File: config.mk
export PLATFORM = sky130hd
export DESIGN_NAME = uhf_reader_frame_deframer
export DESIGN_NICKNAME = d
export VERILOG_FILES = /design/src/hw/rtl/uhfd_pkg.sv /design/src/hw/rtl/uhfd_tracker.sv /design/src/hw/rtl/uhf_reader_frame_deframer.sv
export SDC_FILE = /design/constraint.sdc
export NUM_CORES = 1
export LEC_CHECK = 0
export BUFFER_PORTS_ARGS = -buffer_cell sky130_fd_sc_hd__buf_4
export CORE_MARGIN = 3
export CORE_UTILIZATION = 55
export DETAILED_ROUTE_END_ITERATION = 12
export PLACE_DENSITY = 0.73
export SYNTH_ARGS = -nofsm -noshare
export SYNTH_HDL_FRONTEND = slang
export SYNTH_SLANG_ARGS = --single-unit
File: constraint.sdc
create_clock -name clk -period 8.9 [get_ports clk]
set_input_delay 0.445 -clock clk [delete_from_list [all_inputs] [get_ports clk]]
set_output_delay 0.445 -clock clk [all_outputs]
set_load 0.05 [all_outputs]
File: src/hw/rtl/uhfd_pkg.sv
`default_nettype none

package uhfd_pkg;

	// Frame length arithmetic: 7 overhead bytes plus a 16-bit payload length
	localparam int LEN_W          = 17;
	localparam int FRAME_OVERHEAD = 7;

	localparam int BUFFER_BYTES_DEF = 256;

	localparam logic [7:0] HEADER_RST = 8'hBB;
	localparam logic [7:0] END_RST    = 8'h7E;

	// Configuration register indexes
	typedef enum logic {
		REG_HEADER = 1'b0,
		REG_END    = 1'b1
	} reg_idx_t;

	typedef enum logic [2:0] {
		ST_MORE     = 3'd0,
		ST_GOOD     = 3'd1,
		ST_BAD_SUM  = 3'd2,
		ST_BAD_END  = 3'd3,
		ST_TOO_LONG = 3'd4
	} frame_status_t;

	// One result beat as produced by the frame tracker
	typedef struct packed {
		logic          emit;
		logic [7:0]    data;
		logic [7:0]    index;
		logic          last;
		frame_status_t status;
	} trk_result_t;

endpackage

`default_nettype wire

File: src/hw/rtl/uhfd_tracker.sv
`default_nettype none

module uhfd_tracker #(
	parameter int BUFFER_BYTES = uhfd_pkg::BUFFER_BYTES_DEF
) (
	input  wire logic                clk,
	input  wire logic                arst_n,
	input  wire logic                step,
	input  wire logic [7:0]          rx_byte,
	input  wire logic [7:0]          header_byte,
	input  wire logic [7:0]          end_byte,
	output uhfd_pkg::trk_result_t    res
);
	import uhfd_pkg::*;

	localparam int PW = $clog2(BUFFER_BYTES + 1);

	logic [PW-1:0]    pos_q;
	logic [7:0]       sum_q;
	logic [7:0]       len_hi_q;
	logic [LEN_W-1:0] exp_q;

	logic [PW-1:0]    pos_nxt;
	logic [7:0]       sum_nxt;
	logic [7:0]       len_hi_nxt;
	logic [LEN_W-1:0] exp_nxt;

	logic [LEN_W-1:0] pos_ext;
	logic [LEN_W-1:0] sum_end;
	logic             hunting;
	logic             abort;
	logic             done;

	assign pos_ext = LEN_W'(pos_q);
	assign sum_end = exp_q - LEN_W'(3);
	assign hunting = (pos_q == '0);
	assign abort   = (pos_q == PW'(BUFFER_BYTES));

	always_comb begin
		pos_nxt    = pos_q + PW'(1);
		sum_nxt    = sum_q;
		len_hi_nxt = len_hi_q;
		exp_nxt    = exp_q;
		done       = 1'b0;

		res.emit   = !(hunting && rx_byte != header_byte);
		res.data   = rx_byte;
		res.index  = 8'(pos_q);
		res.last   = 1'b0;
		res.status = ST_MORE;

		if (pos_q == PW'(3)) begin
			len_hi_nxt = rx_byte;
		end
		if (pos_q == PW'(4)) begin
			exp_nxt = LEN_W'(FRAME_OVERHEAD) + LEN_W'({len_hi_q, rx_byte});
		end

		if (pos_q >= PW'(1) && pos_q <= PW'(4)) begin
			sum_nxt = sum_q + rx_byte;
		end else if (pos_q > PW'(4)) begin
			if (pos_ext <= sum_end) begin
				sum_nxt = sum_q + rx_byte;
			end else if (pos_ext == sum_end + LEN_W'(1)) begin
				sum_nxt = sum_q - rx_byte;
			end
		end

		if (abort) begin
			done       = 1'b1;
			res.last   = 1'b1;
			res.status = ST_TOO_LONG;
		end else if (exp_nxt != '0 && pos_ext + LEN_W'(1) == exp_nxt) begin
			done     = 1'b1;
			res.last = 1'b1;
			if (rx_byte != end_byte) begin
				res.status = ST_BAD_END;
			end else if (sum_nxt != 8'd0) begin
				res.status = ST_BAD_SUM;
			end else begin
				res.status = ST_GOOD;
			end
		end

		if (done) begin
			pos_nxt    = '0;
			sum_nxt    = 8'd0;
			len_hi_nxt = 8'd0;
			exp_nxt    = '0;
		end
	end

	always_ff @(posedge clk or negedge arst_n) begin
		if (!arst_n) begin
			pos_q    <= '0;
			sum_q    <= 8'd0;
			len_hi_q <= 8'd0;
			exp_q    <= '0;
		end else if (step && res.emit) begin
			pos_q    <= pos_nxt;
			sum_q    <= sum_nxt;
			len_hi_q <= len_hi_nxt;
			exp_q    <= exp_nxt;
		end
	end

	a_return_to_hunt: assert property (@(posedge clk) disable iff (!arst_n)
		(step && res.emit && res.last) |=> (pos_q == '0))
		else $error("tracker did not return to hunting after frame end");

	a_pos_bounded: assert property (@(posedge clk) disable iff (!arst_n)
		pos_q <= PW'(BUFFER_BYTES))
		else $error("frame position ran past buffer size");

	a_last_status: assert property (@(posedge clk) disable iff (!arst_n)
		res.emit |-> (res.last == (res.status != ST_MORE)))
		else $error("last flag and frame status disagree");

	a_no_len_while_hunting: assert property (@(posedge clk) disable iff (!arst_n)
		hunting |-> (exp_q == '0 && sum_q == 8'd0))
		else $error("stale frame state while hunting");

endmodule

`default_nettype wire

File: src/hw/rtl/uhf_reader_frame_deframer.sv
// Length-prefixed frame deframer with an 8-bit additive checksum. Bytes arrive
// one per beat on the in channel. While hunting, every byte other than the
// header byte is dropped with no output beat. Once a header is seen each byte,
// header included, leaves on the out channel with its position (low 8 bits).
// Bytes 3 and 4 carry a big-endian payload length L; the frame is 7 + L bytes.
// The byte at length-2 is the checksum (low 8 bits of the sum of bytes 1 to
// length-3) and the final byte must equal the end byte. The final beat has
// last set and a status of good, bad checksum or bad end byte (bad end byte
// wins when both are wrong). A frame still running at position BUFFER_BYTES
// is cut there with last set and status too long. Throughput is one byte per
// clock. Bytes pass the input register, then the result register fed by the
// frame tracker's update of counter, sum and length. A byte waits in the
// input register only while the result register is full and stalled. The
// user must write header and end byte values on the config port while the
// block is idle; the block does not enforce it. Reset values: 0xBB, 0x7E.

`default_nettype none

module uhf_reader_frame_deframer #(
	parameter int BUFFER_BYTES = uhfd_pkg::BUFFER_BYTES_DEF
) (
	input  wire logic       clk,
	input  wire logic       arst_n,

	// config port
	input  wire logic       cfg_wr_en,
	input  wire logic       cfg_index,
	input  wire logic [7:0] cfg_data,

	// in channel
	input  wire logic       in_valid,
	output logic            in_stall,
	input  wire logic [7:0] rx_byte,

	// out channel
	output logic            out_valid,
	input  wire logic       out_stall,
	output logic [7:0]      data_byte,
	output logic [7:0]      byte_index,
	output logic            last,
	output logic [2:0]      frame_status
);
	import uhfd_pkg::*;

	logic [7:0]  header_byte_q;
	logic [7:0]  end_byte_q;

	logic        valid_s1;
	logic [7:0]  byte_s1;

	logic        out_valid_q;
	trk_result_t out_q;

	trk_result_t res;
	logic        slot_free;
	logic        advance;
	logic        in_take;

	always_ff @(posedge clk or negedge arst_n) begin
		if (!arst_n) begin
			header_byte_q <= HEADER_RST;
			end_byte_q    <= END_RST;
		end else if (cfg_wr_en) begin
			case (reg_idx_t'(cfg_index))
				REG_HEADER: header_byte_q <= cfg_data;
				REG_END:    end_byte_q    <= cfg_data;
				default:    header_byte_q <= header_byte_q;
			endcase
		end
	end

	// Output slot is free when empty or being drained this cycle. A dropped
	// hunt byte needs no slot, so it never waits.
	assign slot_free = !out_valid_q || !out_stall;
	assign advance   = valid_s1 && (!res.emit || slot_free);
	assign in_stall  = valid_s1 && !advance;
	assign in_take   = in_valid && !in_stall;

	always_ff @(posedge clk or negedge arst_n) begin
		if (!arst_n) begin
			valid_s1 <= 1'b0;
		end else if (in_take) begin
			valid_s1 <= 1'b1;
		end else if (advance) begin
			valid_s1 <= 1'b0;
		end
	end

	always_ff @(posedge clk) begin
		if (in_take) begin
			byte_s1 <= rx_byte;
		end
	end

	uhfd_tracker #(
		.BUFFER_BYTES(BUFFER_BYTES)
	) u_tracker (
		.clk         (clk),
		.arst_n      (arst_n),
		.step        (advance),
		.rx_byte     (byte_s1),
		.header_byte (header_byte_q),
		.end_byte    (end_byte_q),
		.res         (res)
	);

	always_ff @(posedge clk or negedge arst_n) begin
		if (!arst_n) begin
			out_valid_q <= 1'b0;
		end else if (advance && res.emit) begin
			out_valid_q <= 1'b1;
		end else if (!out_stall) begin
			out_valid_q <= 1'b0;
		end
	end

	always_ff @(posedge clk) begin
		if (advance && res.emit) begin
			out_q <= res;
		end
	end

	assign out_valid    = out_valid_q;
	assign data_byte    = out_q.data;
	assign byte_index   = out_q.index;
	assign last         = out_q.last;
	assign frame_status = out_q.status;

	a_stall_needs_item: assert property (@(posedge clk) disable iff (!arst_n)
		in_stall |-> (valid_s1 && out_valid_q && out_stall))
		else $error("input stalled without a blocked byte");

	a_no_overwrite: assert property (@(posedge clk) disable iff (!arst_n)
		(out_valid_q && out_stall) |=> (out_valid_q && $stable(out_q)))
		else $error("held result beat was overwritten");

	a_emit_only_from_s1: assert property (@(posedge clk) disable iff (!arst_n)
		(!out_valid_q && !valid_s1) |=> !out_valid_q)
		else $error("result beat appeared with no byte in flight");

endmodule

`default_nettype wire
==> reports/summary.txt, run 1 <==
n_diodes -> 0
Worst-path clk slew -> 0.06 ns
num ports -> 44
Die ar. -> 0.0139 sq mm
final WL -> 18600 um
DRT iter0 DRCs -> 747
Die Y -> 118 um
Rows -> 40
setup bufs post-CTS -> 0
Worst R2R Setup Slack -> 2.99 ns
Port Buf Inserts -> 43
count of flip-flops with a built-in enable after synthesis -> 28
Post-Syn Nets -> 799
reg2reg path depth -> 16
combinational fraction of design power -> 0.621
root buffer cell -> clkbuf_16
endpoints failing setup -> 0
Leak -> 0.00309 uW
final hold violations -> 0
Req. time, crit path -> 8.99 ns
CTS max path bufs -> 2
clock network power share -> 0.128
drt via density -> 6.51
maximum vdd ir drop -> 182 uV
Nets -> 814
r2r endpoint -> frame_status[1]
first-pass GRT wire length -> 30200 um
CTS Buf Count -> 9
RR Startpoint -> u_tracker.exp_q[0]
setup TNS -> 0 ns
Seq/Total Area, Yosys -> 0.344
cell area after synthesis -> 0.00686 sq mm
crit path cell chain -> ha_1 > or3_1 > nor3_1 > xnor2_1 > ha_1 > nand3_1 > o31ai_1 > or3b_2 > a211oi_1 > nand4_1 > nand2_1 > o21bai_1 > mux2_2 > nor4b_1 > nor4b_2 > a21boi_1
max-slew violations -> 0
HP Class -> input pin to async pin
Final Critical Period -> 5.91 ns
Total Power -> 3000 uW
Pint -> 1550 uW
status -> completed
sw frac -> 0.483
post_cts resized -> 0
critical path endpoint -> frame_status[1]
register bit total from synthesis -> 88
max-cap viol count -> 0
slowest CP cell -> dfrtp_1
critical path type -> flip-flop to flip-flop
Clock Latency Late Sink -> 0.35 ns
CTS tree -> yes
Layout fillers -> 1048
share of layout cells above drive strength 1 -> 0.163
Total Routing Usage GR -> 0.267
initial antenna violation count -> 0
Sink Count -> 88
top_reg_cell synth -> dfrtp_1
H-Tree Depth -> 3
Synth area leaders -> dfrtp_1 18%, edfxtp_1 12%, xnor2_1 5.9%
Power Dens Cells -> 397 mW/mm^2
DRC -> 0
Slew headroom -> 0.223
post-DP HPWL -> 13800 um
CP startpoint kind -> flip-flop
RSZ-0062 raised after global routing -> no
Reg power frac -> 0.252
Peak Freq -> 169 MHz
Detailed Routing Iterations Pass 1 -> 6
DRT antenna net count -> 0
Synth-to-Final Area Change -> 10.2%
slowest stage delay, CP -> 0.77 ns
worst setup path startpoint -> u_tracker.exp_q[0]
crit share post-route -> 0.665
Slew @ Worst Pin -> 1.16 ns
CP most frequent cell -> ha_1
grt ovf -> 0
Mean Syn Cell Area -> 9.20 sq um
cell taking the most area after synthesis -> dfrtp_1
Yosys cell types -> 85
routed len/inst -> 19.9 um
Setup crit end kind -> flip-flop
Initial Util -> 0.567
largest net degree at the start of global routing -> 61
Switch Pwr -> 1450 uW
fraction of registers with async set/reset -> 0.682
via count -> 6076
Gate Count Post-Synth -> 746
Synth warnings -> 0
die width -> 118 um
Critical Path AT -> 6.01 ns
vias in the first global route -> 5758
Yosys top cell area share -> 0.175
core area -> 0.0121 sq mm
CTS Hold Bufs -> 0
CP max FO -> 22
Worst Clk Skew -> 0.00737 ns
final RePlAce weighted congestion -> 0.912
[kinds of logic (layout without fill, tap and decap cells)]
kind of cell    Yosys count  after routing  synth area share
simple gates            255            255             0.206
compound gates          191            191             0.206
flops                    88             88             0.344
buf+inv                  86            106            0.0501
xor+xnor                 69             69            0.0941
fa+ha+maj                31             31            0.0587
mux                      26             26            0.0414
[cell type report]
type                            instances  area [sq um]  area share
Tap cell                              168           210      0.0278
Sequential cell                        88          2360       0.312
Timing Repair Buffer                   49           368      0.0487
Multi-Input combinational cell        572          4160       0.550
Clock inverter                          3          18.8     0.00248
Clock buffer                           13           293      0.0387
Inverter                               41           154      0.0204
[critical path: cells and delay by family (launching register included)]
family,cells,cell delay (ns)
simple gates,8,2.47
fa+ha+maj,2,0.94
compound gates,4,0.74
xor+xnor,1,0.36
flops,1,0.77
mux,1,0.38
[layout by cell type (no fill, tap or decap), types with 12 or more instances in the layout]
cell	instances
o31ai_1	19
nor3_1	22
edfxtp_1	28
and3_1	12
nor2_1	35
mux2_2	19
dfstp_2	12
xnor2_1	46
buf_4	49
inv_1	40
ha_1	29
xor2_1	20
o21ai_0	38
nand3_1	16
a21oi_1	30
nand4_1	26
nand2_1	62
dfrtp_1	48
[worst min path at each step]
stage                         endpoint  cells past startpoint
floorplan                end_byte_q[0]                      0
detailed placement           out_valid                      2
global route        u_tracker.sum_q[4]                      1
finish              u_tracker.sum_q[4]                      1
global placement             out_valid                      2
CTS                 u_tracker.sum_q[4]                      1
[synthesized netlist by cell type, types with 7 or more instances]
cell / instances
nor2b_1: 9
inv_1: 40
xnor2_1: 46
nor4_1: 11
a21oi_1: 30
dfrtp_1: 48
dfstp_2: 12
o21ai_0: 38
or4_1: 8
nand2_1: 62
and3_1: 12
mux2i_1: 7
ha_1: 29
edfxtp_1: 28
mux2_2: 19
buf_2: 8
xor2_1: 20
nand2b_1: 7
nor3_1: 22
o31ai_1: 19
nand3_1: 16
a31oi_1: 8
nor2_1: 35
o211ai_1: 8
a22o_1: 11
nand4_1: 26
or3_1: 7
clkbuf_1: 32
[per-stage QoR]
step                area, sq um  utilization  setup WS [ns]  hold WS (ns)  cells
floorplan                  6860            -           4.53         0.149    746
global placement           7250        0.599           3.25         0.478    918
detailed placement         7250        0.599           3.05         0.494    918
CTS                        7560        0.624           3.05         0.206    934
global route               7560        0.624           2.39         0.218    934
finish                     7560        0.624           2.99         0.151    934
[sequential cells by signal, summed over array words and instances (netlist names)]
name,cells
u_tracker.len_hi_q,8
frame_status,3
valid_s1,1
u_tracker.pos_q,9
byte_s1,8
byte_index,8
u_tracker.sum_q,8
u_tracker.exp_q,17
data_byte,8
last,1
end_byte_q,8
header_byte_q,8
out_valid,1
[layer usage]
layer | track usage | part of all wire | up-vias
li1 | - | - | 2820
met4 | 0.0996 | 0.023 | 0
met5 | 0 | 0 | -
met3 | 0.0351 | 0.067 | 38
met1 | 0.379 | 0.44 | 2956
met2 | 0.420 | 0.47 | 262
[power groups by stage]
stage	clock network [uW]	logic, uW	registers [uW]
finish	384	1860	756
global route	409	2030	778
CTS	388	1830	747
detailed placement	0	1820	754
global placement	0	1780	747
floorplan	0	1510	663
(Power assumes the default switching activity.)
==> run 2: changes to the inputs <==
- PLACE_DENSITY: 0.73 -> 0.76
- clock period: 8.9 -> 5.1 ns (I/O delays scaled with it)
==> run 2 against run 1 <==
  * The flow now finishes with violations (hold timing)
  * Via count grew 1.1%
  * Routed wire length up 2.4%
  * Utilization increased by 1.0 points
  * Non-clock buffer count up 19
  * Combinational power increased by 87%
  * Global-route usage is 0.88 points higher
  * Sequential power rose by 59%
  * Die area unchanged
  * Clock skew barely moved
  * Clock power rose by 66%
  * First-iteration DRC count down 11%
  * Critical endpoint unchanged
  * Largest cell class unchanged
  * Largest power group unchanged
==> reports/summary.txt, run 2 (synthesis gave the netlist of run 1 again) <==
Sink Count -> 88
combinational fraction of design power -> 0.655
max-slew violations -> 0
met2 routed WL -> 8780 um
DRC -> 0
Most flops, register -> u_tracker.exp_q
crit path cell chain -> or4_1 > nor2_1 > nor2_1 > a21oi_1 > ha_1 > nand2_1 > o31ai_1 > or3b_2 > a211oi_1 > nand4_1 > nand2_1 > o21bai_1 > mux2_2 > nor4b_2 > nor4b_2 > a21boi_1
Worst Clk Skew -> 0.00747 ns
final hold violations -> 7
Total Routing Usage GR -> 0.276
H-Tree Depth -> 3
Reg power frac -> 0.226
critical path depth -> 16
post-DP HPWL -> 14100 um
critical path type -> flip-flop to flip-flop
placed insts -> 937
n_diodes -> 0
via count -> 6141
Initial Util -> 0.567
CP startpoint kind -> flip-flop
root buffer cell -> clkbuf_16
CTS Buf Count -> 9
CTS max path bufs -> 2
num ports -> 44
initial antenna violation count -> 1
Detailed Routing Iterations Pass 1 -> 6
Die Y -> 118 um
DRT iter0 DRCs -> 666
most frequent cells in the layout -> 68 x buf_4, 62 x nand2_1, 48 x dfrtp_1
Die ar. -> 0.0139 sq mm
share of layout cells above drive strength 1 -> 0.186
die width -> 118 um
Peak Freq -> 209 MHz
Port Buf Inserts -> 43
largest net degree at the start of global routing -> 61
CP max FO -> 14
failing checks -> hold timing
Switch Pwr -> 2550 uW
slowest stage delay, CP -> 0.58 ns
Clock Latency Late Sink -> 0.35 ns
Pint -> 2770 uW
sw frac -> 0.480
grt ovf -> 0
status -> finished with violations
routed len/inst -> 20.0 um
Post-Layout Cell Count -> 953
Min Hold Slack -> -0.0396 ns
max-cap viol count -> 0
Final Critical Period -> 4.78 ns
HP Class -> input pin to async pin
CTS tree -> yes
Power Dens Cells -> 692 mW/mm^2
highest metal used -> met5
final RePlAce weighted congestion -> 0.951
Nets -> 833
Critical Path AT -> 4.88 ns
Synth-to-Final Area Change -> 12.0%
Total Power -> 5320 uW
crit share post-route -> 0.937
maximum vdd ir drop -> 307 uV
DRT antenna net count -> 0
setup bufs post-CTS -> 0
M1 WL -> 8150 um
Leak -> 0.00318 uW
final WL -> 19100 um
Crit path max-delay family -> simple AND/OR/NAND/NOR gates
reg2reg path depth -> 16
Slew headroom -> 0.416
core area -> 0.0121 sq mm
Layout fillers -> 1018
slowest CP cell -> or4_1
max reg flops -> 17
clock network power share -> 0.120
CP Buf/Inv Count -> 0
Rows -> 40
top flop regs -> u_tracker.exp_q (17), u_tracker.pos_q (9)
Worst-path clk slew -> 0.07 ns
met3 WL post-DR -> 1330 um
Setup crit end kind -> flip-flop
Slew @ Worst Pin -> 0.869 ns
Req. time, crit path -> 5.20 ns
first-pass GRT wire length -> 31000 um
most common cell after layout, fill and taps aside -> buf_4
vias in the first global route -> 6051
endpoints failing setup -> 0
drt via density -> 6.44
[run 2: changes by cell type in the layout (fill, tap and decap cells not counted), sizes merged]
cell,change
clkbuf,-2
clkinv,-1
buf,+19
inv,+3
[run 2: area by class of cell]
type                    instances  area [sq um]  area share
multi-input cells             572          4170       0.542
flip-flops and latches         88          2360       0.307
repair buffers                 68           510      0.0664
clock buffers                  11           253      0.0329
well taps                     168           210      0.0273
inverters                      41           154      0.0200
clock inverters                 5          36.3     0.00472
[run 2: power by group through the flow]
stage / Clock, uW / Combinational (uW) / Sequential, uW
final: 636 / 3480 / 1200
after global routing: 674 / 3810 / 1230
after CTS: 641 / 3410 / 1190
after detailed placement: 0 / 3390 / 1200
after global placement: 0 / 3310 / 1180
after floorplan: 0 / 2640 / 1160
[run 2: repair_timing]
action,4_1_cts,5_1_grt
hold buffers,0,0
setup endpoints to repair,0,2
gates resized for setup,0,1
[run 2: metrics by stage]
stage                     utilization  area [sq um]  setup TNS [ns]  setup slack [ns]
after floorplan                     -          6860               0             0.729
after global placement          0.610          7390               0             0.390
after detailed placement        0.610          7390               0             0.256
after CTS                       0.634          7680               0             0.271
after global routing            0.635          7690         -0.0267           -0.0267
final                           0.635          7690               0             0.320
[run 2: worst paths after layout]
kind / startpoint / to / slack [ns]
worst min register to register: valid_s1 / out_valid / 0.52
max in group asynchronous: arst_n / u_tracker.exp_q[1] / 4.60
worst min-delay path: arst_n / u_tracker.sum_q[7] / -0.04
min in group clk: rx_byte[5] / byte_s1[5] / 0.09
worst max register to register: u_tracker.exp_q[6] / frame_status[1] / 0.32
worst max-delay path: u_tracker.exp_q[6] / frame_status[1] / 0.32
[run 2: routing by layer]
| metal | vias to the layer above | global-route usage |
|---|---|---|
| met1 | 2907 | 0.373 |
| met4 | 2 | 0.134 |
| met2 | 300 | 0.437 |
| met5 | - | 0 |
| met3 | 67 | 0.0404 |
| li1 | 2865 | - |
[run 2: worst register-to-register path, stage by stage (launching register included)]
cell      delay (ns)
dfrtp_1         0.56
or4_1           0.58
nor2_1          0.23
nor2_1          0.07
a21oi_1         0.13
ha_1            0.26
nand2_1         0.09
o31ai_1         0.08
or3b_2          0.43
a211oi_1        0.36
nand4_1         0.18
nand2_1         0.21
o21bai_1        0.19
mux2_2          0.38
nor4b_2         0.37
nor4b_2         0.31
a21boi_1        0.10
